[config.mk]
export PLATFORM = sky130hd
export DESIGN_NAME = calendar_date_day_offset
export DESIGN_NICKNAME = d
export VERILOG_FILES = /design/src/rtl/cddo_pkg.sv /design/src/rtl/cddo_seq.sv /design/src/rtl/cddo_dp.sv /design/src/rtl/calendar_date_day_offset.sv
export SDC_FILE = /design/constraint.sdc
export NUM_CORES = 1
export LEC_CHECK = 0
export BUFFER_PORTS_ARGS = -buffer_cell sky130_fd_sc_hd__buf_2
export CORE_MARGIN = 2
export CORE_UTILIZATION = 31
export CTS_CLUSTER_SIZE = 14
export DETAILED_ROUTE_END_ITERATION = 16
export SETUP_SLACK_MARGIN = 0.5
export SLEW_MARGIN = 10
export SYNTH_ARGS = -nofsm -noshare
export SYNTH_HDL_FRONTEND = slang
export SYNTH_SLANG_ARGS = --single-unit
[constraint.sdc]
create_clock -name clk -period 15.6 [get_ports clk]
set_clock_uncertainty 0.1 [all_clocks]
set_input_delay 3.12 -clock clk [delete_from_list [all_inputs] [get_ports clk]]
set_output_delay 3.12 -clock clk [all_outputs]
set_load 0.02 [all_outputs]
[src/rtl/cddo_pkg.sv]
package cddo_pkg;

    localparam int DAY_W     = 5;
    localparam int MONTH_W   = 4;
    localparam int YEAR_IN_W = 14;
    // Working year has room for the carries of the longest forward walk.
    localparam int YEAR_W    = 15;
    localparam int COUNT_W   = 16;
    localparam int DOY_W     = 9;
    localparam int LEN_W     = 5;
    // Signed running day: covers day + count and day - count.
    localparam int D_W       = 18;
    localparam int PC_W      = 4;

    localparam logic [1:0] ACT_ADD = 2'd0;
    localparam logic [1:0] ACT_SUB = 2'd1;

    localparam logic [1:0] ST_OK       = 2'd0;
    localparam logic [1:0] ST_BAD_DATE = 2'd1;
    localparam logic [1:0] ST_RANGE    = 2'd2;

    localparam logic [MONTH_W-1:0] MONTH_JAN = 4'd1;
    localparam logic [MONTH_W-1:0] MONTH_FEB = 4'd2;
    localparam logic [MONTH_W-1:0] MONTH_APR = 4'd4;
    localparam logic [MONTH_W-1:0] MONTH_JUN = 4'd6;
    localparam logic [MONTH_W-1:0] MONTH_SEP = 4'd9;
    localparam logic [MONTH_W-1:0] MONTH_NOV = 4'd11;
    localparam logic [MONTH_W-1:0] MONTH_DEC = 4'd12;

    localparam logic [YEAR_W-1:0] CYCLE_YEARS = 15'd400;
    localparam logic [YEAR_W-1:0] CYCLE_LAST  = 15'd399;

    typedef enum logic [3:0] {
        OP_NOP,
        OP_LOAD,
        OP_SUB400,
        OP_SET_BAD,
        OP_SET_RANGE,
        OP_ADD_STEP,
        OP_SUB_STEP,
        OP_DOY_INIT,
        OP_DOY_ADD,
        OP_FINISH
    } op_t;

    typedef enum logic [3:0] {
        C_ALWAYS,
        C_START,
        C_REM_GE400,
        C_INVALID,
        C_ACT_ADD,
        C_ACT_SUB,
        C_D_GT_LEN,
        C_YEAR_GT_MAX,
        C_SUB_MORE,
        C_D_POS,
        C_M_LT_MONTH
    } cond_t;

    typedef logic [PC_W-1:0] upc_t;

    typedef struct packed {
        op_t  op;
        logic exec;
    } ctrl_t;

    typedef struct packed {
        logic rem_ge400;
        logic invalid;
        logic act_add;
        logic act_sub;
        logic d_gt_len;
        logic year_gt_max;
        logic sub_more;
        logic d_pos;
        logic m_lt_month;
    } flags_t;

    // Leap test on the year taken modulo 400.
    function automatic logic is_leap(input logic [YEAR_W-1:0] r);
        is_leap = (r[1:0] == 2'b00) && (r != 15'd100) && (r != 15'd200) && (r != 15'd300);
    endfunction

    function automatic logic [LEN_W-1:0] month_len(input logic [MONTH_W-1:0] m,
                                                   input logic leap);
        case (m)
            MONTH_APR, MONTH_JUN, MONTH_SEP, MONTH_NOV: month_len = 5'd30;
            MONTH_FEB: month_len = leap ? 5'd29 : 5'd28;
            default:   month_len = 5'd31;
        endcase
    endfunction

endpackage

[src/rtl/cddo_seq.sv]
module cddo_seq (
    input  logic            clk,
    input  logic            rst_n,
    input  logic            start,
    input  cddo_pkg::flags_t flags,
    output cddo_pkg::ctrl_t  ctrl,
    output logic            busy
);
    import cddo_pkg::*;

    typedef struct packed {
        op_t   op;
        cond_t cond;
        upc_t  target;
        logic  hold;
    } uword_t;

    localparam upc_t PC_IDLE     = 4'd0;
    localparam upc_t PC_REDUCE   = 4'd1;
    localparam upc_t PC_CHECK    = 4'd2;
    localparam upc_t PC_DISP_SUB = 4'd3;
    localparam upc_t PC_DISP_ADD = 4'd4;
    localparam upc_t PC_PASS     = 4'd5;
    localparam upc_t PC_ADD_LOOP = 4'd6;
    localparam upc_t PC_ADD_CHK  = 4'd7;
    localparam upc_t PC_ADD_END  = 4'd8;
    localparam upc_t PC_SUB_LOOP = 4'd9;
    localparam upc_t PC_SUB_CHK  = 4'd10;
    localparam upc_t PC_SUB_ERR  = 4'd11;
    localparam upc_t PC_DOY_INIT = 4'd12;
    localparam upc_t PC_DOY_LOOP = 4'd13;
    localparam upc_t PC_OUT      = 4'd14;

    // Control store: run op and jump when the condition holds, else hold or fall through.
    function automatic uword_t rom(input upc_t pc);
        case (pc)
            PC_IDLE:     rom = '{OP_LOAD,      C_START,       PC_REDUCE,   1'b1};
            PC_REDUCE:   rom = '{OP_SUB400,    C_REM_GE400,   PC_REDUCE,   1'b0};
            PC_CHECK:    rom = '{OP_SET_BAD,   C_INVALID,     PC_OUT,      1'b0};
            PC_DISP_SUB: rom = '{OP_NOP,       C_ACT_SUB,     PC_SUB_LOOP, 1'b0};
            PC_DISP_ADD: rom = '{OP_NOP,       C_ACT_ADD,     PC_ADD_LOOP, 1'b0};
            PC_PASS:     rom = '{OP_NOP,       C_ALWAYS,      PC_DOY_INIT, 1'b0};
            PC_ADD_LOOP: rom = '{OP_ADD_STEP,  C_D_GT_LEN,    PC_ADD_LOOP, 1'b0};
            PC_ADD_CHK:  rom = '{OP_SET_RANGE, C_YEAR_GT_MAX, PC_OUT,      1'b0};
            PC_ADD_END:  rom = '{OP_NOP,       C_ALWAYS,      PC_DOY_INIT, 1'b0};
            PC_SUB_LOOP: rom = '{OP_SUB_STEP,  C_SUB_MORE,    PC_SUB_LOOP, 1'b0};
            PC_SUB_CHK:  rom = '{OP_NOP,       C_D_POS,       PC_DOY_INIT, 1'b0};
            PC_SUB_ERR:  rom = '{OP_SET_RANGE, C_ALWAYS,      PC_OUT,      1'b0};
            PC_DOY_INIT: rom = '{OP_DOY_INIT,  C_ALWAYS,      PC_DOY_LOOP, 1'b0};
            PC_DOY_LOOP: rom = '{OP_DOY_ADD,   C_M_LT_MONTH,  PC_DOY_LOOP, 1'b0};
            PC_OUT:      rom = '{OP_FINISH,    C_ALWAYS,      PC_IDLE,     1'b0};
            default:     rom = '{OP_NOP,       C_ALWAYS,      PC_IDLE,     1'b0};
        endcase
    endfunction

    upc_t   pc_reg;
    upc_t   pc_next;
    uword_t word;
    logic   cond_true;

    assign word = rom(pc_reg);

    always_comb
    begin
        case (word.cond)
            C_ALWAYS:      cond_true = 1'b1;
            C_START:       cond_true = start;
            C_REM_GE400:   cond_true = flags.rem_ge400;
            C_INVALID:     cond_true = flags.invalid;
            C_ACT_ADD:     cond_true = flags.act_add;
            C_ACT_SUB:     cond_true = flags.act_sub;
            C_D_GT_LEN:    cond_true = flags.d_gt_len;
            C_YEAR_GT_MAX: cond_true = flags.year_gt_max;
            C_SUB_MORE:    cond_true = flags.sub_more;
            C_D_POS:       cond_true = flags.d_pos;
            C_M_LT_MONTH:  cond_true = flags.m_lt_month;
            default:       cond_true = 1'b0;
        endcase
    end

    always_comb
    begin
        if (cond_true)
            pc_next = word.target;
        else if (word.hold)
            pc_next = pc_reg;
        else
            pc_next = pc_reg + 4'd1;
    end

    always_ff @(posedge clk or negedge rst_n)
    begin
        if (!rst_n)
            pc_reg <= PC_IDLE;
        else
            pc_reg <= pc_next;
    end

    assign ctrl.op   = word.op;
    assign ctrl.exec = cond_true;
    assign busy      = (pc_reg != PC_IDLE);

endmodule

[src/rtl/cddo_dp.sv]
module cddo_dp #(
    parameter int unsigned YEAR_MAX = 9999
) (
    input  logic                               clk,
    input  logic                               rst_n,
    input  cddo_pkg::ctrl_t                    ctrl,
    input  logic [1:0]                         action,
    input  logic [cddo_pkg::DAY_W-1:0]         in_day,
    input  logic [cddo_pkg::MONTH_W-1:0]       in_month,
    input  logic [cddo_pkg::YEAR_IN_W-1:0]     in_year,
    input  logic [cddo_pkg::COUNT_W-1:0]       day_count,
    output cddo_pkg::flags_t                   flags,
    output logic                               done,
    output logic [cddo_pkg::DAY_W-1:0]         out_day,
    output logic [cddo_pkg::MONTH_W-1:0]       out_month,
    output logic [cddo_pkg::YEAR_IN_W-1:0]     out_year,
    output logic [cddo_pkg::DOY_W-1:0]         day_of_year,
    output logic [1:0]                         status
);
    import cddo_pkg::*;

    localparam logic [16:0] YEAR_LIMIT = 17'(YEAR_MAX);

    logic [1:0]            act_reg;
    logic [DAY_W-1:0]      day_reg;
    logic signed [D_W-1:0] d_reg,     d_next;
    logic [MONTH_W-1:0]    month_reg, month_next;
    logic [YEAR_W-1:0]     year_reg,  year_next;
    logic [YEAR_W-1:0]     rem_reg,   rem_next;
    logic [MONTH_W-1:0]    m_reg,     m_next;
    logic [DOY_W-1:0]      doy_reg,   doy_next;
    logic [1:0]            st_reg,    st_next;
    logic                  done_reg;

    logic [DAY_W-1:0]      oday_reg;
    logic [MONTH_W-1:0]    omonth_reg;
    logic [YEAR_IN_W-1:0]  oyear_reg;
    logic [DOY_W-1:0]      odoy_reg;
    logic [1:0]            ost_reg;

    logic                  run;
    logic [MONTH_W-1:0]    prev_month;
    logic [MONTH_W-1:0]    len_month;
    logic [LEN_W-1:0]      len;
    logic signed [D_W-1:0] len_s;
    logic signed [D_W-1:0] day_s;
    logic signed [D_W-1:0] cnt_s;

    assign run        = ctrl.exec;
    assign prev_month = (month_reg == MONTH_JAN) ? MONTH_DEC : month_reg - 4'd1;

    // One month-length lookup, steered by the step being run.
    always_comb
    begin
        case (ctrl.op)
            OP_DOY_ADD:  len_month = m_reg;
            OP_SUB_STEP: len_month = prev_month;
            default:     len_month = month_reg;
        endcase
    end

    assign len   = month_len(len_month, is_leap(rem_reg));
    assign len_s = $signed({{(D_W-LEN_W){1'b0}}, len});
    assign day_s = $signed({{(D_W-DAY_W){1'b0}}, in_day});
    assign cnt_s = $signed({{(D_W-COUNT_W){1'b0}}, day_count});

    assign flags.rem_ge400   = (rem_reg >= CYCLE_YEARS);
    assign flags.invalid     = (year_reg == '0) || ({2'b00, year_reg} > YEAR_LIMIT) ||
                               (month_reg == '0) || (month_reg > MONTH_DEC) ||
                               (day_reg == '0) || (day_reg > len);
    assign flags.act_add     = (act_reg == ACT_ADD);
    assign flags.act_sub     = (act_reg == ACT_SUB);
    assign flags.d_gt_len    = (d_reg > len_s);
    assign flags.year_gt_max = ({2'b00, year_reg} > YEAR_LIMIT);
    assign flags.sub_more    = (d_reg <= 0) && !((month_reg == MONTH_JAN) && (year_reg == 15'd1));
    assign flags.d_pos       = (d_reg > 0);
    assign flags.m_lt_month  = (m_reg < month_reg);

    always_comb
    begin
        d_next     = d_reg;
        month_next = month_reg;
        year_next  = year_reg;
        rem_next   = rem_reg;
        m_next     = m_reg;
        doy_next   = doy_reg;
        st_next    = st_reg;
        if (run)
        begin
            case (ctrl.op)
                OP_LOAD:
                begin
                    if (action == ACT_ADD)
                        d_next = day_s + cnt_s;
                    else if (action == ACT_SUB)
                        d_next = day_s - cnt_s;
                    else
                        d_next = day_s;
                    month_next = in_month;
                    year_next  = {1'b0, in_year};
                    rem_next   = {1'b0, in_year};
                    st_next    = ST_OK;
                end
                OP_SUB400:    rem_next = rem_reg - CYCLE_YEARS;
                OP_SET_BAD:   st_next  = ST_BAD_DATE;
                OP_SET_RANGE: st_next  = ST_RANGE;
                OP_ADD_STEP:
                begin
                    d_next = d_reg - len_s;
                    if (month_reg == MONTH_DEC)
                    begin
                        month_next = MONTH_JAN;
                        year_next  = year_reg + 15'd1;
                        rem_next   = (rem_reg == CYCLE_LAST) ? '0 : rem_reg + 15'd1;
                    end
                    else
                        month_next = month_reg + 4'd1;
                end
                OP_SUB_STEP:
                begin
                    // December is 31 days either way, so the leap of the
                    // year being left does not matter here.
                    d_next     = d_reg + len_s;
                    month_next = prev_month;
                    if (month_reg == MONTH_JAN)
                    begin
                        year_next = year_reg - 15'd1;
                        rem_next  = (rem_reg == '0) ? CYCLE_LAST : rem_reg - 15'd1;
                    end
                end
                OP_DOY_INIT:
                begin
                    doy_next = d_reg[DOY_W-1:0];
                    m_next   = MONTH_JAN;
                end
                OP_DOY_ADD:
                begin
                    doy_next = doy_reg + {{(DOY_W-LEN_W){1'b0}}, len};
                    m_next   = m_reg + 4'd1;
                end
                default: ;
            endcase
        end
    end

    always_ff @(posedge clk)
    begin
        if (run && (ctrl.op == OP_LOAD))
        begin
            act_reg <= action;
            day_reg <= in_day;
        end
        d_reg     <= d_next;
        month_reg <= month_next;
        year_reg  <= year_next;
        rem_reg   <= rem_next;
        m_reg     <= m_next;
        doy_reg   <= doy_next;
        st_reg    <= st_next;
        if (run && (ctrl.op == OP_FINISH))
        begin
            ost_reg <= st_reg;
            if (st_reg == ST_OK)
            begin
                oday_reg   <= d_reg[DAY_W-1:0];
                omonth_reg <= month_reg;
                oyear_reg  <= year_reg[YEAR_IN_W-1:0];
                odoy_reg   <= doy_reg;
            end
            else
            begin
                oday_reg   <= '0;
                omonth_reg <= '0;
                oyear_reg  <= '0;
                odoy_reg   <= '0;
            end
        end
    end

    always_ff @(posedge clk or negedge rst_n)
    begin
        if (!rst_n)
            done_reg <= 1'b0;
        else
            done_reg <= run && (ctrl.op == OP_FINISH);
    end

    assign done        = done_reg;
    assign out_day     = oday_reg;
    assign out_month   = omonth_reg;
    assign out_year    = oyear_reg;
    assign day_of_year = odoy_reg;
    assign status      = ost_reg;

endmodule

[src/rtl/calendar_date_day_offset.sv]
// Channel   Handshake              Payload
// --------  ---------------------  ----------------------------------------------
// command   start high, busy low   action, in_day, in_month, in_year, day_count
// result    done (one-cycle pulse) out_day, out_month, out_year, day_of_year, status
//
// One command at a time: busy is high from the cycle after the transfer to the cycle
// before the done pulse, while the year is reduced modulo 400, the months crossed are
// walked and the months before the result month are summed; an invalid date ends the
// run after the check.
// Reset clears the step counter and the result strobe; data registers are not reset.
// The receiver cannot stall; a new command may transfer in the done cycle.
module calendar_date_day_offset #(
    parameter int unsigned YEAR_MAX = 9999
) (
    input  logic                               clk,
    input  logic                               rst_n,
    input  logic                               start,
    output logic                               busy,
    input  logic [1:0]                         action,
    input  logic [cddo_pkg::DAY_W-1:0]         in_day,
    input  logic [cddo_pkg::MONTH_W-1:0]       in_month,
    input  logic [cddo_pkg::YEAR_IN_W-1:0]     in_year,
    input  logic [cddo_pkg::COUNT_W-1:0]       day_count,
    output logic                               done,
    output logic [cddo_pkg::DAY_W-1:0]         out_day,
    output logic [cddo_pkg::MONTH_W-1:0]       out_month,
    output logic [cddo_pkg::YEAR_IN_W-1:0]     out_year,
    output logic [cddo_pkg::DOY_W-1:0]         day_of_year,
    output logic [1:0]                         status
);
    import cddo_pkg::*;

    // Control word from the sequencer and condition flags back from the datapath.
    ctrl_t  ctrl;
    flags_t flags;

    // Step counter and control store: wait for a command, reduce the year
    // modulo 400, check the date, walk months forward or back for add or
    // subtract, then sum the month lengths for the ordinal day and publish.
    cddo_seq u_seq (
        .clk   (clk),
        .rst_n (rst_n),
        .start (start),
        .flags (flags),
        .ctrl  (ctrl),
        .busy  (busy)
    );

    // Plain datapath: running day, month, year, year modulo 400, ordinal day,
    // status and the result registers.
    cddo_dp #(
        .YEAR_MAX (YEAR_MAX)
    ) u_dp (
        .clk         (clk),
        .rst_n       (rst_n),
        .ctrl        (ctrl),
        .action      (action),
        .in_day      (in_day),
        .in_month    (in_month),
        .in_year     (in_year),
        .day_count   (day_count),
        .flags       (flags),
        .done        (done),
        .out_day     (out_day),
        .out_month   (out_month),
        .out_year    (out_year),
        .day_of_year (day_of_year),
        .status      (status)
    );

    // A transfer always starts the program.
    a_start_busy: assert property (@(posedge clk) disable iff (!rst_n)
        (start && !busy) |=> busy)
        else $error("command transfer did not start the sequencer");

    // A result follows the end of a program run.
    a_done_after_busy: assert property (@(posedge clk) disable iff (!rst_n)
        done |-> $past(busy))
        else $error("result strobe without a preceding run");

    // Error results carry a zero date.
    a_error_zero: assert property (@(posedge clk) disable iff (!rst_n)
        (done && (status != ST_OK)) |->
            (out_day == '0) && (out_month == '0) && (out_year == '0) && (day_of_year == '0))
        else $error("error result carries a nonzero date");

    // Good results have a month from 1 to 12, a nonzero day and a nonzero ordinal day.
    a_ok_date: assert property (@(posedge clk) disable iff (!rst_n)
        (done && (status == ST_OK)) |->
            (out_month >= 4'd1) && (out_month <= 4'd12) && (out_day != '0) &&
            (day_of_year != '0))
        else $error("good result is not a valid date");

endmodule

==> results of run 1 <==
## worst register-to-register path, delay by kind of cell (launching register included)
| kind | cells | cell delay (ns) |
|---|---|---|
| adder cells (fa/ha/maj) | 3 | 0.94 |
| multiplexers | 1 | 0.37 |
| flip-flops | 1 | 0.59 |
| AND/OR/NAND/NOR | 6 | 1.26 |
| AO/OA/AOI/OAI | 6 | 2.74 |
| buffers and inverters | 3 | 0.77 |
## kinds of logic (layout without fill, tap and decap cells)
group,Yosys count,count (layout),share of synthesized area
simple gates,356,356,0.210
fa+ha+maj,46,46,0.0682
flops,113,113,0.375
xor+xnor,30,30,0.0292
buf+inv,110,164,0.0512
compound gates,310,310,0.248
mux,15,15,0.0189
## stage by stage
stage	utilization	instance area, sq um	total power [mW]	std cells	worst slack [ns]
2_1_floorplan	-	8990	1.61	980	8.40
3_3_place_gp	0.339	9700	1.93	1386	8.64
3_5_place_dp	0.339	9700	1.94	1386	8.53
4_1_cts	0.358	10200	2.32	1418	8.52
5_1_grt	0.358	10200	2.50	1418	7.93
6_report	0.358	10200	2.33	1418	8.45
## area by class of cell
| type | instances | area share |
|---|---|---|
| Clock buffer | 17 | 0.0415 |
| Clock inverter | 15 | 0.0123 |
| Inverter | 43 | 0.0157 |
| Multi-Input combinational cell | 757 | 0.509 |
| Sequential cell | 113 | 0.329 |
| Tap cell | 384 | 0.0469 |
| Timing Repair Buffer | 89 | 0.0459 |
## metal layers
metal | global-route usage | routed length [um] | up-vias
met5 | 0 | 0 | -
li1 | - | - | 3872
met1 | 0.226 | 11600 | 3846
met4 | 0.0683 | 771 | 0
met3 | 0.0306 | 1490 | 44
met2 | 0.270 | 11900 | 313
## how the worst max path moves through the flow
stage,cells past startpoint,end,start,slack [ns]
finish,19,u_dp.year_reg[1],u_seq.pc_reg[0],8.45
global route,19,u_dp.year_reg[1],u_seq.pc_reg[0],7.93
CTS,19,u_dp.year_reg[1],u_seq.pc_reg[0],8.52
detailed placement,19,u_dp.year_reg[14],u_seq.pc_reg[0],8.53
global placement,19,u_dp.year_reg[14],u_seq.pc_reg[0],8.64
floorplan,19,u_dp.day_of_year[0],u_seq.pc_reg[1],8.40
## layout by cell type, fill, tap and decap left out, types with 11 or more instances in the layout
| master | n |
|---|---|
| inv_1 | 41 |
| a221oi_1 | 15 |
| clkbuf_16 | 17 |
| a21oi_1 | 57 |
| nor2_1 | 72 |
| buf_2 | 79 |
| a22o_1 | 11 |
| a31oi_1 | 14 |
| nand2b_1 | 16 |
| a221o_1 | 14 |
| and3_1 | 19 |
| xnor2_1 | 14 |
| o21ai_0 | 44 |
| o22ai_1 | 19 |
| o21ai_1 | 13 |
| and2_1 | 37 |
| o211ai_1 | 15 |
| ha_1 | 41 |
| xor2_1 | 16 |
| nand2_1 | 67 |
| nand4_1 | 15 |
| o221ai_1 | 18 |
| nand3_1 | 32 |
| or4_1 | 11 |
| nor3_1 | 39 |
| edfxtp_1 | 108 |
## power groups by stage
stage	Sequential (mW)	Clock [mW]	Combinational, mW
2_1_floorplan	0.639	0	0.966
3_3_place_gp	0.767	0	1.16
5_1_grt	0.795	0.387	1.32
4_1_cts	0.764	0.374	1.18
3_5_place_dp	0.769	0	1.17
6_report	0.771	0.370	1.19
==> summary.txt, run 1 <==
CTS
  • Hold_buf cts: 0
  • Postcts setup bufs: 0
  • CTS root buffer: clkbuf_16
  • TritonCTS Sinks: 113
  • Clk Latency, worst-skew pair: 0.42 ns
  • TritonCTS Buffers: 17
  • Clock Path Buffers: 2
  • Post_cts resized: 0
  • Reg clk slew, reported paths: 0.06 ns
  • CTS tree: done
  • CTS H-Tree Depth: 4

Die
  • IO Pins: 80
  • Num rows: 62
  • Core area: 28,600 sq um
  • Die area: 30,400 sq um
  • Die H: 174 um
  • Die W: 174 um
  • Starting density of the core: 0.314

Critical path
  • Crit-path max cell delay: 1.05 ns
  • Critical path type: reg2reg
  • CP required: 15.53 ns
  • Delay-heaviest family, CP: compound AO/OA/AOI/OAI gates
  • Crit path arrival time: 7.09 ns
  • R2R Path End: u_dp.year_reg[1]
  • Worst path buffer plus inverter count: 3
  • Cell Chain, Critical Path: inv_1 -> ha_1 -> nand2b_1 -> mux2_2 -> a2111oi_4 -> buf_4 -> a22oi_1 -> o31ai_1 -> nand3_1 -> o31a_1 -> ha_1 -> inv_1 -> fa_1 -> and3_1 -> nand3_1 -> a21oi_1 -> and4bb_2 -> and2_1 -> a2111oi_4
  • Crit start category: register
  • Worst Setup End Kind: register
  • Worst reg2reg path depth: 19
  • Critical path fanouts, max: 27
  • CP max stage cell: a2111oi_4
  • Reg2Reg Setup Slack: 8.45 ns
  • R2r startpoint: u_seq.pc_reg[0]

Place
  • PortBufs: 79
  • Gpl congestion: 0.870
  • Dpl hpwl: 18,600 um

Cells and area
  • P&R area growth vs syn: 14.0%
  • Register area: 3370 sq um
  • Antenna cells: 0
  • FILL cells: 2,941
  • NumNets Final: 1,111
  • Layout cells sized above 1: 0.153
  • Largest register FFs: 18
  • Multi-input logic area: 5220 sq um

Hold path
  • Worst Hold End: u_dp.day_of_year[8]
  • Hold path depth: 1
  • HP Class: reg2reg
  • Hold Startpoint: u_dp.doy_reg[8]

Timing
  • Final hold slack: 0.491 ns
  • Final worst path period need: 7.15 ns
  • Post-route clock period utilization: 0.459
  • RSZ-0062 raised after global routing: false
  • Slew @ Worst Pin: 1.17 ns
  • Slew Viols, Final: 0
  • Final setup viols: 0
  • Slew headroom: 0.211
  • Fin. Hold Viols: 0
  • Fmax: 140 MHz
  • Post-route setup TNS: 0 ns

Synthesis
  • Most common cell in the netlist: edfxtp_1
  • Cells after synthesis: 980
  • Post-synth EDFFs: 108
  • Share of the synthesized area in the top cell type: 0.361
  • Syn avg cell area: 9.17 sq um
  • Ys flop type: edfxtp_1
  • FFs w/ async S/R, synth: 0.0442
  • Synth top cells by count: edfxtp_1 (108), nor2_1 (72), nand2_1 (67)
  • Ranking of synthesized cells by area: edfxtp_1 (36%), ha_1 (5.7%), a21oi_1 (3.2%), nor2_1 (3.0%), nand2_1 (2.8%)
  • Synth Net Count: 1,070
  • Post-synthesis cell type count: 85
  • Synth warn: 0
  • Seq/Total Area, Yosys: 0.375
  • Mapped Area: 8990 sq um
  • Number of synthesized register bits: 113
  • Yosys top cell by area: edfxtp_1

Detailed routing
  • 1st-iter DRT viols: 808
  • Routed WL: 25,800 um
  • DR vias: 8,075
  • DR WL/cell: 18.2 um
  • Final ANT Viol Nets: 0
  • Final routed DRC violation total: 0
  • DRT Pass-1 Iters: 5
  • Drt via density: 5.69

Power
  • Pwr Density: 227 nW/um^2
  • Sw Share: 0.484
  • Proportion of power drawn by the clock network: 0.159
  • Static leakage: 3.66 nW
  • Gate power share: 0.510
  • Peak VDD IR: 0.0000923 V
  • Flop pwr share: 0.331
  • Int Pwr: 1.20 mW
  • Psw: 1.13 mW

Global routing
  • Grt total ovfl: 0
  • Vias in the first global route: 7,670
  • Total global-route track usage: 0.169
  • Largest net degree at the start of global routing: 49
  • Initial antenna violation count: 0
  • First-pass GRT wire length: 41,200 um

Job
  • Max-Cap Viols: 0

Status
  • Status: completed
Note: power is estimated with default switching activity, not from simulation.
==> inputs of run 2 (changes only) <==
==> constraint.sdc (replaced) <==
create_clock -name clk -period 6.4 [get_ports clk]
set_clock_uncertainty 0.1 [all_clocks]
set_input_delay 1.28 -clock clk [delete_from_list [all_inputs] [get_ports clk]]
set_output_delay 1.28 -clock clk [all_outputs]
set_load 0.02 [all_outputs]
==> run 2 against run 1 <==
Via count increased by 1.3%. Non-clock buffer count rose by 10. Cell count rose by 0.71%. Sequential share of layout area down 0.57 points. Count of clock-buffer cells in the layout stayed put. Combinational power grew to 2.5 times the previous value. Flip-flop and latch count is the same. Critical path depth is 1 lower. Wire length rose by 1.1%. Utilization is 0.66 points higher. Hold slack improved by 0.0092 ns. Worst setup slack got worse by 7.6 ns. Largest power group unchanged.
==> summary.txt, run 2 (same netlist as run 1, synthesis figures left out) <==
Power
  • Peak VDD IR: 0.000234 V
  • Int Pwr: 3.14 mW
  • Tot Pwr: 5.91 mW
  • Gate power share: 0.510
  • Proportion of power drawn by the clock network: 0.178
  • Flop pwr share: 0.312
  • Sw Share: 0.468
  • Pwr Density: 566 nW/um^2
  • Static leakage: 3.75 nW
  • Psw: 2.77 mW

CTS
  • Reg clk slew, reported paths: 0.06 ns
  • TritonCTS Sinks: 113
  • TritonCTS Buffers: 17
  • CTS tree: done
  • Clock Path Buffers: 2
  • Clk Latency, worst-skew pair: 0.43 ns
  • Hold_buf cts: 0
  • CTS root buffer: clkbuf_16
  • CTS H-Tree Depth: 4

Timing
  • Slew headroom: 0.324
  • Slew Viols, Final: 0
  • RSZ-0062 raised after global routing: false
  • Fmax: 178 MHz
  • Post-route setup TNS: 0 ns
  • Fin. Hold Viols: 0
  • Final setup viols: 0
  • Final worst setup slack: 0.797 ns
  • Final worst path period need: 5.60 ns
  • Post-route clock period utilization: 0.875
  • Slew @ Worst Pin: 1.01 ns
  • Final hold slack: 0.500 ns

Detailed routing
  • 1st-iter DRT viols: 785
  • Final ANT Viol Nets: 0
  • Routed WL: 26,100 um
  • DR WL/cell: 18.2 um
  • Final routed DRC violation total: 0
  • DRT Pass-1 Iters: 5
  • Drt via density: 5.73
  • DR vias: 8,180

Cells and area
  • NumNets Final: 1,121
  • P&R area growth vs syn: 16.1%
  • Layout cells sized above 1: 0.167
  • Most frequent cells in the layout: edfxtp_1 (108), buf_2 (79), nor2_1 (71)
  • Most common cell after layout, fill and taps aside: edfxtp_1
  • Largest register FFs: 18
  • FILL cells: 2,885
  • Antenna cells: 0

Die
  • IO Pins: 80
  • Die H: 174 um
  • Die area: 30,400 sq um
  • Die W: 174 um
  • Starting density of the core: 0.314
  • Num rows: 62
  • Core area: 28,600 sq um

Global routing
  • Largest net degree at the start of global routing: 39
  • Total global-route track usage: 0.170
  • First-pass GRT wire length: 41,500 um
  • Vias in the first global route: 7,654
  • Initial antenna violation count: 0
  • Grt total ovfl: 0

Place
  • Dpl hpwl: 18,800 um
  • Pre-CTS setup slack: 0.612 ns
  • PortBufs: 79
  • Gpl congestion: 0.879

Critical path
  • Worst reg2reg path depth: 18
  • Critical path fanouts, max: 13
  • Critical path type: reg2reg
  • Crit path arrival time: 5.64 ns
  • Worst Setup End Kind: register
  • Crit start category: register
  • CP required: 6.43 ns

Job
  • Max-Cap Viols: 0

Hold path
  • HP Class: reg2reg
  • Hold path depth: 1

Status
  • Status: completed
==> run 2: final cells by class <==
cell class,instances,area [sq um],share of cell area
Clock buffer,17,425,0.0408
Clock inverter,15,209,0.0200
Inverter,43,161,0.0155
Multi-Input combinational cell,757,5250,0.503
Sequential cell,113,3370,0.323
Tap cell,384,480,0.0460
Timing Repair Buffer,99,546,0.0523
==> run 2: power by group through the flow <==
stage          sequential [mW]  clock, mW  combinational [mW]
2_1_floorplan             1.56          0                2.36
3_3_place_gp              1.84          0                2.91
3_5_place_dp              1.84          0                2.94
4_1_cts                   1.83       1.06                2.97
5_1_grt                   1.90       1.08                3.33
6_report                  1.84       1.05                3.02
==> run 2: per-layer routing <==
layer / vias up / routed length (um) / GRT usage / share of wire
met5: - / 0 / 0 / 0
met4: 0 / 464 / 0.0487 / 0.018
met3: 32 / 1550 / 0.0273 / 0.059
met2: 294 / 12100 / 0.275 / 0.46
met1: 3964 / 11900 / 0.234 / 0.46
li1: 3890 / - / - / -
==> run 2: timing repair <==
action,in CTS,in global routing
endpoints found under the hold margin,0,0
gates resized for setup,0,6
setup endpoints to repair,0,116
setup buffers,0,2
==> run 2: final timing paths <==
kind / start / to / slack (ns)
worst min register to register: u_dp.doy_reg[8] / u_dp.day_of_year[8] / 0.50
max in group asynchronous: rst_n / u_seq.pc_reg[0] / 5.49
worst min-delay path: u_dp.doy_reg[8] / u_dp.day_of_year[8] / 0.50
min in group asynchronous: rst_n / u_seq.pc_reg[2] / 0.56
worst max register to register: u_seq.pc_reg[0] / u_dp.d_reg[16] / 0.80
worst max-delay path: u_seq.pc_reg[0] / u_dp.d_reg[16] / 0.80
==> run 2: critical path: stages (launching register included) <==
cell and delay [ns]:
dfrtp_2 0.49, inv_1 0.17, ha_2 0.43, nand4b_1 0.32
nor4_4 0.49, mux2i_1 0.14, a222oi_1 0.46, a21boi_1 0.25
o31a_1 0.23, ha_1 0.20, inv_1 0.05, fa_1 0.42
a41oi_1 0.38, nand2_1 0.12, or4_1 0.56, nor3_1 0.16
nor2_1 0.05, o21ai_0 0.16, o2111ai_1 0.13
==> run 2: through the flow <==
step	util	area, sq um	instances
2_1_floorplan	-	9000	980
3_3_place_gp	0.341	9760	1394
3_5_place_dp	0.341	9760	1394
4_1_cts	0.363	10400	1426
5_1_grt	0.365	10400	1428
6_report	0.365	10400	1428
==> inputs of run 3 (changes only) <==
--- a/config.mk
+++ b/config.mk
@@ -5,7 +5,9 @@
 export SDC_FILE = /design/constraint.sdc
 export NUM_CORES = 1
 export LEC_CHECK = 0
+export ABC_AREA = 1
 export BUFFER_PORTS_ARGS = -buffer_cell sky130_fd_sc_hd__buf_2
+export CORE_ASPECT_RATIO = 1.25
 export CORE_MARGIN = 2
 export CORE_UTILIZATION = 31
 export CTS_CLUSTER_SIZE = 14
==> run 3 against run 2 <==
Worst setup slack better by 0.34 ns. Synthesized cell count grew 32%. Via count up 7.6%. Critical endpoint is now u_dp.rem_reg[11]. Critical path depth up 12. Critical path type unchanged. Register-to-register slack better by 0.34 ns. Sequential share of layout area shrank 0.75 points. Non-clock buffer count fell by 13. Design area increased by 2.3%.
==> summary.txt, run 3 <==
Detailed routing
  • Final routed DRC violation total: 0
  • DR WL/cell: 15.0 um
  • DR vias: 8,802
  • 1st-iter DRT viols: 510
  • DRT Pass-1 Iters: 5
  • Routed WL: 26,700 um
  • Final ANT Viol Nets: 0
  • Drt via density: 4.96

Critical path
  • Critical path type: reg2reg
  • Worst Setup End Kind: register
  • Worst reg2reg path depth: 30
  • Reg2Reg Setup Slack: 1.13 ns
  • Crit start category: register
  • CP max stage cell: dfrtp_1
  • Crit path arrival time: 5.33 ns
  • Most frequent CP cell: nand2_1
  • R2r startpoint: u_seq.pc_reg[0]
  • Critical path fanouts, max: 28
  • Crit-path max cell delay: 0.45 ns
  • CP required: 6.47 ns
  • R2R Path End: u_dp.rem_reg[11]

Job
  • Max-Cap Viols: 0

Global routing
  • Largest net degree at the start of global routing: 39
  • Initial antenna violation count: 0
  • First-pass GRT wire length: 43,500 um
  • Total global-route track usage: 0.171
  • Vias in the first global route: 8,451
  • Grt total ovfl: 0

Timing
  • Slew Viols, Final: 0
  • Fmax: 190 MHz
  • Fin. Hold Viols: 0
  • Slew headroom: 0.499
  • Slew @ Worst Pin: 0.749 ns
  • Post-route setup TNS: 0 ns
  • Post-route clock period utilization: 0.823
  • RSZ-0062 raised after global routing: false
  • Final setup viols: 0
  • Final worst path period need: 5.27 ns

Synthesis
  • Post-synthesis adder-cell area fraction: 0.0656
  • Synth Area in XOR/XNOR: 0.0365
  • Number of synthesized register bits: 113
  • Synth top cells by count: nand2_1 (310), nor2_1 (171), inv_1 (165)
  • FFs w/ async S/R, synth: 0.0442
  • Post-synth EDFFs: 108
  • Combinational family with the most area after synthesis: simple AND/OR/NAND/NOR gates
  • Mapped Area: 9350 sq um
  • Seq/Total Area, Yosys: 0.360
  • Cells after synthesis: 1,290
  • Synth warn: 0
  • Ys flop type: edfxtp_1
  • Yosys top cell by area: edfxtp_1
  • Mux contribution to synthesized area: 0
  • Share of the synthesized area in the top cell type: 0.347
  • Most common cell in the netlist: nand2_1
  • Compound-gate portion of the synthesized area: 0.127
  • Post-Synth Simple-Gate Area: 0.317
  • Post-synthesis cell type count: 55
  • Ranking of synthesized cells by area: edfxtp_1 (35%), nand2_1 (12%), nor2_1 (6.9%), inv_1 (6.6%), nand3_1 (6.2%)
  • Synth Net Count: 1,380
  • Syn avg cell area: 7.25 sq um

Power
  • Flop pwr share: 0.295
  • Pwr Density: 546 nW/um^2
  • Static leakage: 4.68 nW
  • Proportion of power drawn by the clock network: 0.160
  • Peak VDD IR: 0.000258 V
  • Psw: 2.97 mW
  • Sw Share: 0.510
  • Gate power share: 0.546
  • Int Pwr: 2.86 mW

CTS
  • Clk Latency, worst-skew pair: 0.43 ns
  • CTS tree: done
  • Clock Path Buffers: 2
  • CTS H-Tree Depth: 4
  • Hold_buf cts: 0
  • Post_cts resized: 0
  • CTS root buffer: clkbuf_16
  • Postcts setup bufs: 0
  • Reg clk slew, reported paths: 0.06 ns
  • TritonCTS Buffers: 17
  • TritonCTS Sinks: 113

Cells and area
  • Antenna cells: 0
  • NumNets Final: 1,451
  • FILL cells: 3,244
  • Most frequent cells in the layout: nand2_1 (310), nor2_1 (169), inv_1 (165)
  • Layout cells sized above 1: 0.119
  • Most common cell after layout, fill and taps aside: nand2_1
  • P&R area growth vs syn: 14.2%
  • Largest register FFs: 18
  • Final core utilization: 0.358

Place
  • Gpl congestion: 0.901
  • PortBufs: 79
  • Dpl hpwl: 20,600 um

Die
  • Starting density of the core: 0.313
  • Core area: 29,800 sq um
  • Die H: 198 um
  • Die area: 31,600 sq um
  • Num rows: 71
  • Die W: 159 um
  • IO Pins: 80

Hold path
  • Hold path depth: 0
  • HP Class: reg2reg
  • Hold Startpoint: u_dp.st_reg[1]
  • Worst Hold End: u_dp.status[1]

Status
  • Status: completed
-- run 3: cell count changes in the layout (fill, tap and decap cells not counted), sizes merged, moves of 18 or more --
| cell | before | now |
|---|---|---|
| and3 | 19 | 1 |
| nand2 | 67 | 317 |
| o21ai | 59 | 87 |
| xor2 | 16 | 34 |
| nand3 | 32 | 115 |
| and2 | 39 | 0 |
| nor2 | 72 | 189 |
| inv | 46 | 180 |
-- run 3: worst max-delay path, delay by kind of cell (launching register included) --
| family | cells | cell delay [ns] |
|---|---|---|
| compound gates | 4 | 0.60 |
| fa+ha+maj | 3 | 0.94 |
| buf+inv | 6 | 0.78 |
| flops | 1 | 0.45 |
| simple gates | 17 | 2.14 |
-- run 3: how the worst max path moves through the flow --
stage                    start                   to  slack, ns  cells after the start
6_report       u_seq.pc_reg[0]     u_dp.rem_reg[11]       1.13                     30
3_5_place_dp   u_seq.pc_reg[0]      u_dp.rem_reg[5]       1.15                     31
3_3_place_gp   u_seq.pc_reg[0]      u_dp.rem_reg[4]       1.30                     31
5_1_grt        u_seq.pc_reg[0]     u_dp.rem_reg[11]       0.67                     31
4_1_cts        u_seq.pc_reg[0]     u_dp.rem_reg[11]       1.13                     31
2_1_floorplan  u_seq.pc_reg[0]  u_dp.day_of_year[0]       1.14                     28
-- run 3: layer usage --
layer  part of all wire  global-route usage  vias to the layer above  routed length (um)
met5                  0                   0                        -                   0
met4              0.024              0.0636                        0                 631
met3              0.045              0.0264                       40                1210
met2               0.48               0.295                      252               12800
met1               0.45               0.217                     4065               12000
li1                   -                   -                     4445                   -
-- run 3: area by class of cell --
type / instances / area (sq um) / area share
well taps: 401 / 502 / 0.0470
inverters: 175 / 667 / 0.0625
repair buffers: 86 / 448 / 0.0420
flip-flops and latches: 113 / 3370 / 0.315
clock inverters: 15 / 149 / 0.0139
clock buffers: 17 / 425 / 0.0398
multi-input cells: 968 / 5120 / 0.479
-- run 3: logic make-up (layout without fill, tap and decap cells) --
group | count (synthesis) | after routing
buffers and inverters | 209 | 293
DFF | 113 | 113
and+or+nand+nor | 683 | 683
xor gates and xnor gates | 39 | 39
adders and majority gates | 46 | 46
AOI/OAI and AO/OA | 200 | 200
-- run 3: per-stage QoR --
stage          power, mW  setup WS, ns  cells  instance area [sq um]  hold slack (ns)
3_5_place_dp        4.88          1.15   1743                  10100            0.333
3_3_place_gp        4.85          1.30   1743                  10100            0.329
5_1_grt             6.34         0.668   1775                  10700            0.349
2_1_floorplan       4.02          1.14   1290                   9350            0.317
6_report            5.83          1.13   1775                  10700            0.341
4_1_cts             5.83          1.13   1775                  10700            0.343
-- run 3: power groups by stage --
stage / Sequential, mW / Combinational (mW) / Clock [mW]
after floorplan: 1.56 / 2.46 / 0
after global placement: 1.72 / 3.14 / 0
after detailed placement: 1.72 / 3.16 / 0
after CTS: 1.71 / 3.18 / 0.949
after global routing: 1.76 / 3.60 / 0.980
final: 1.72 / 3.18 / 0.931
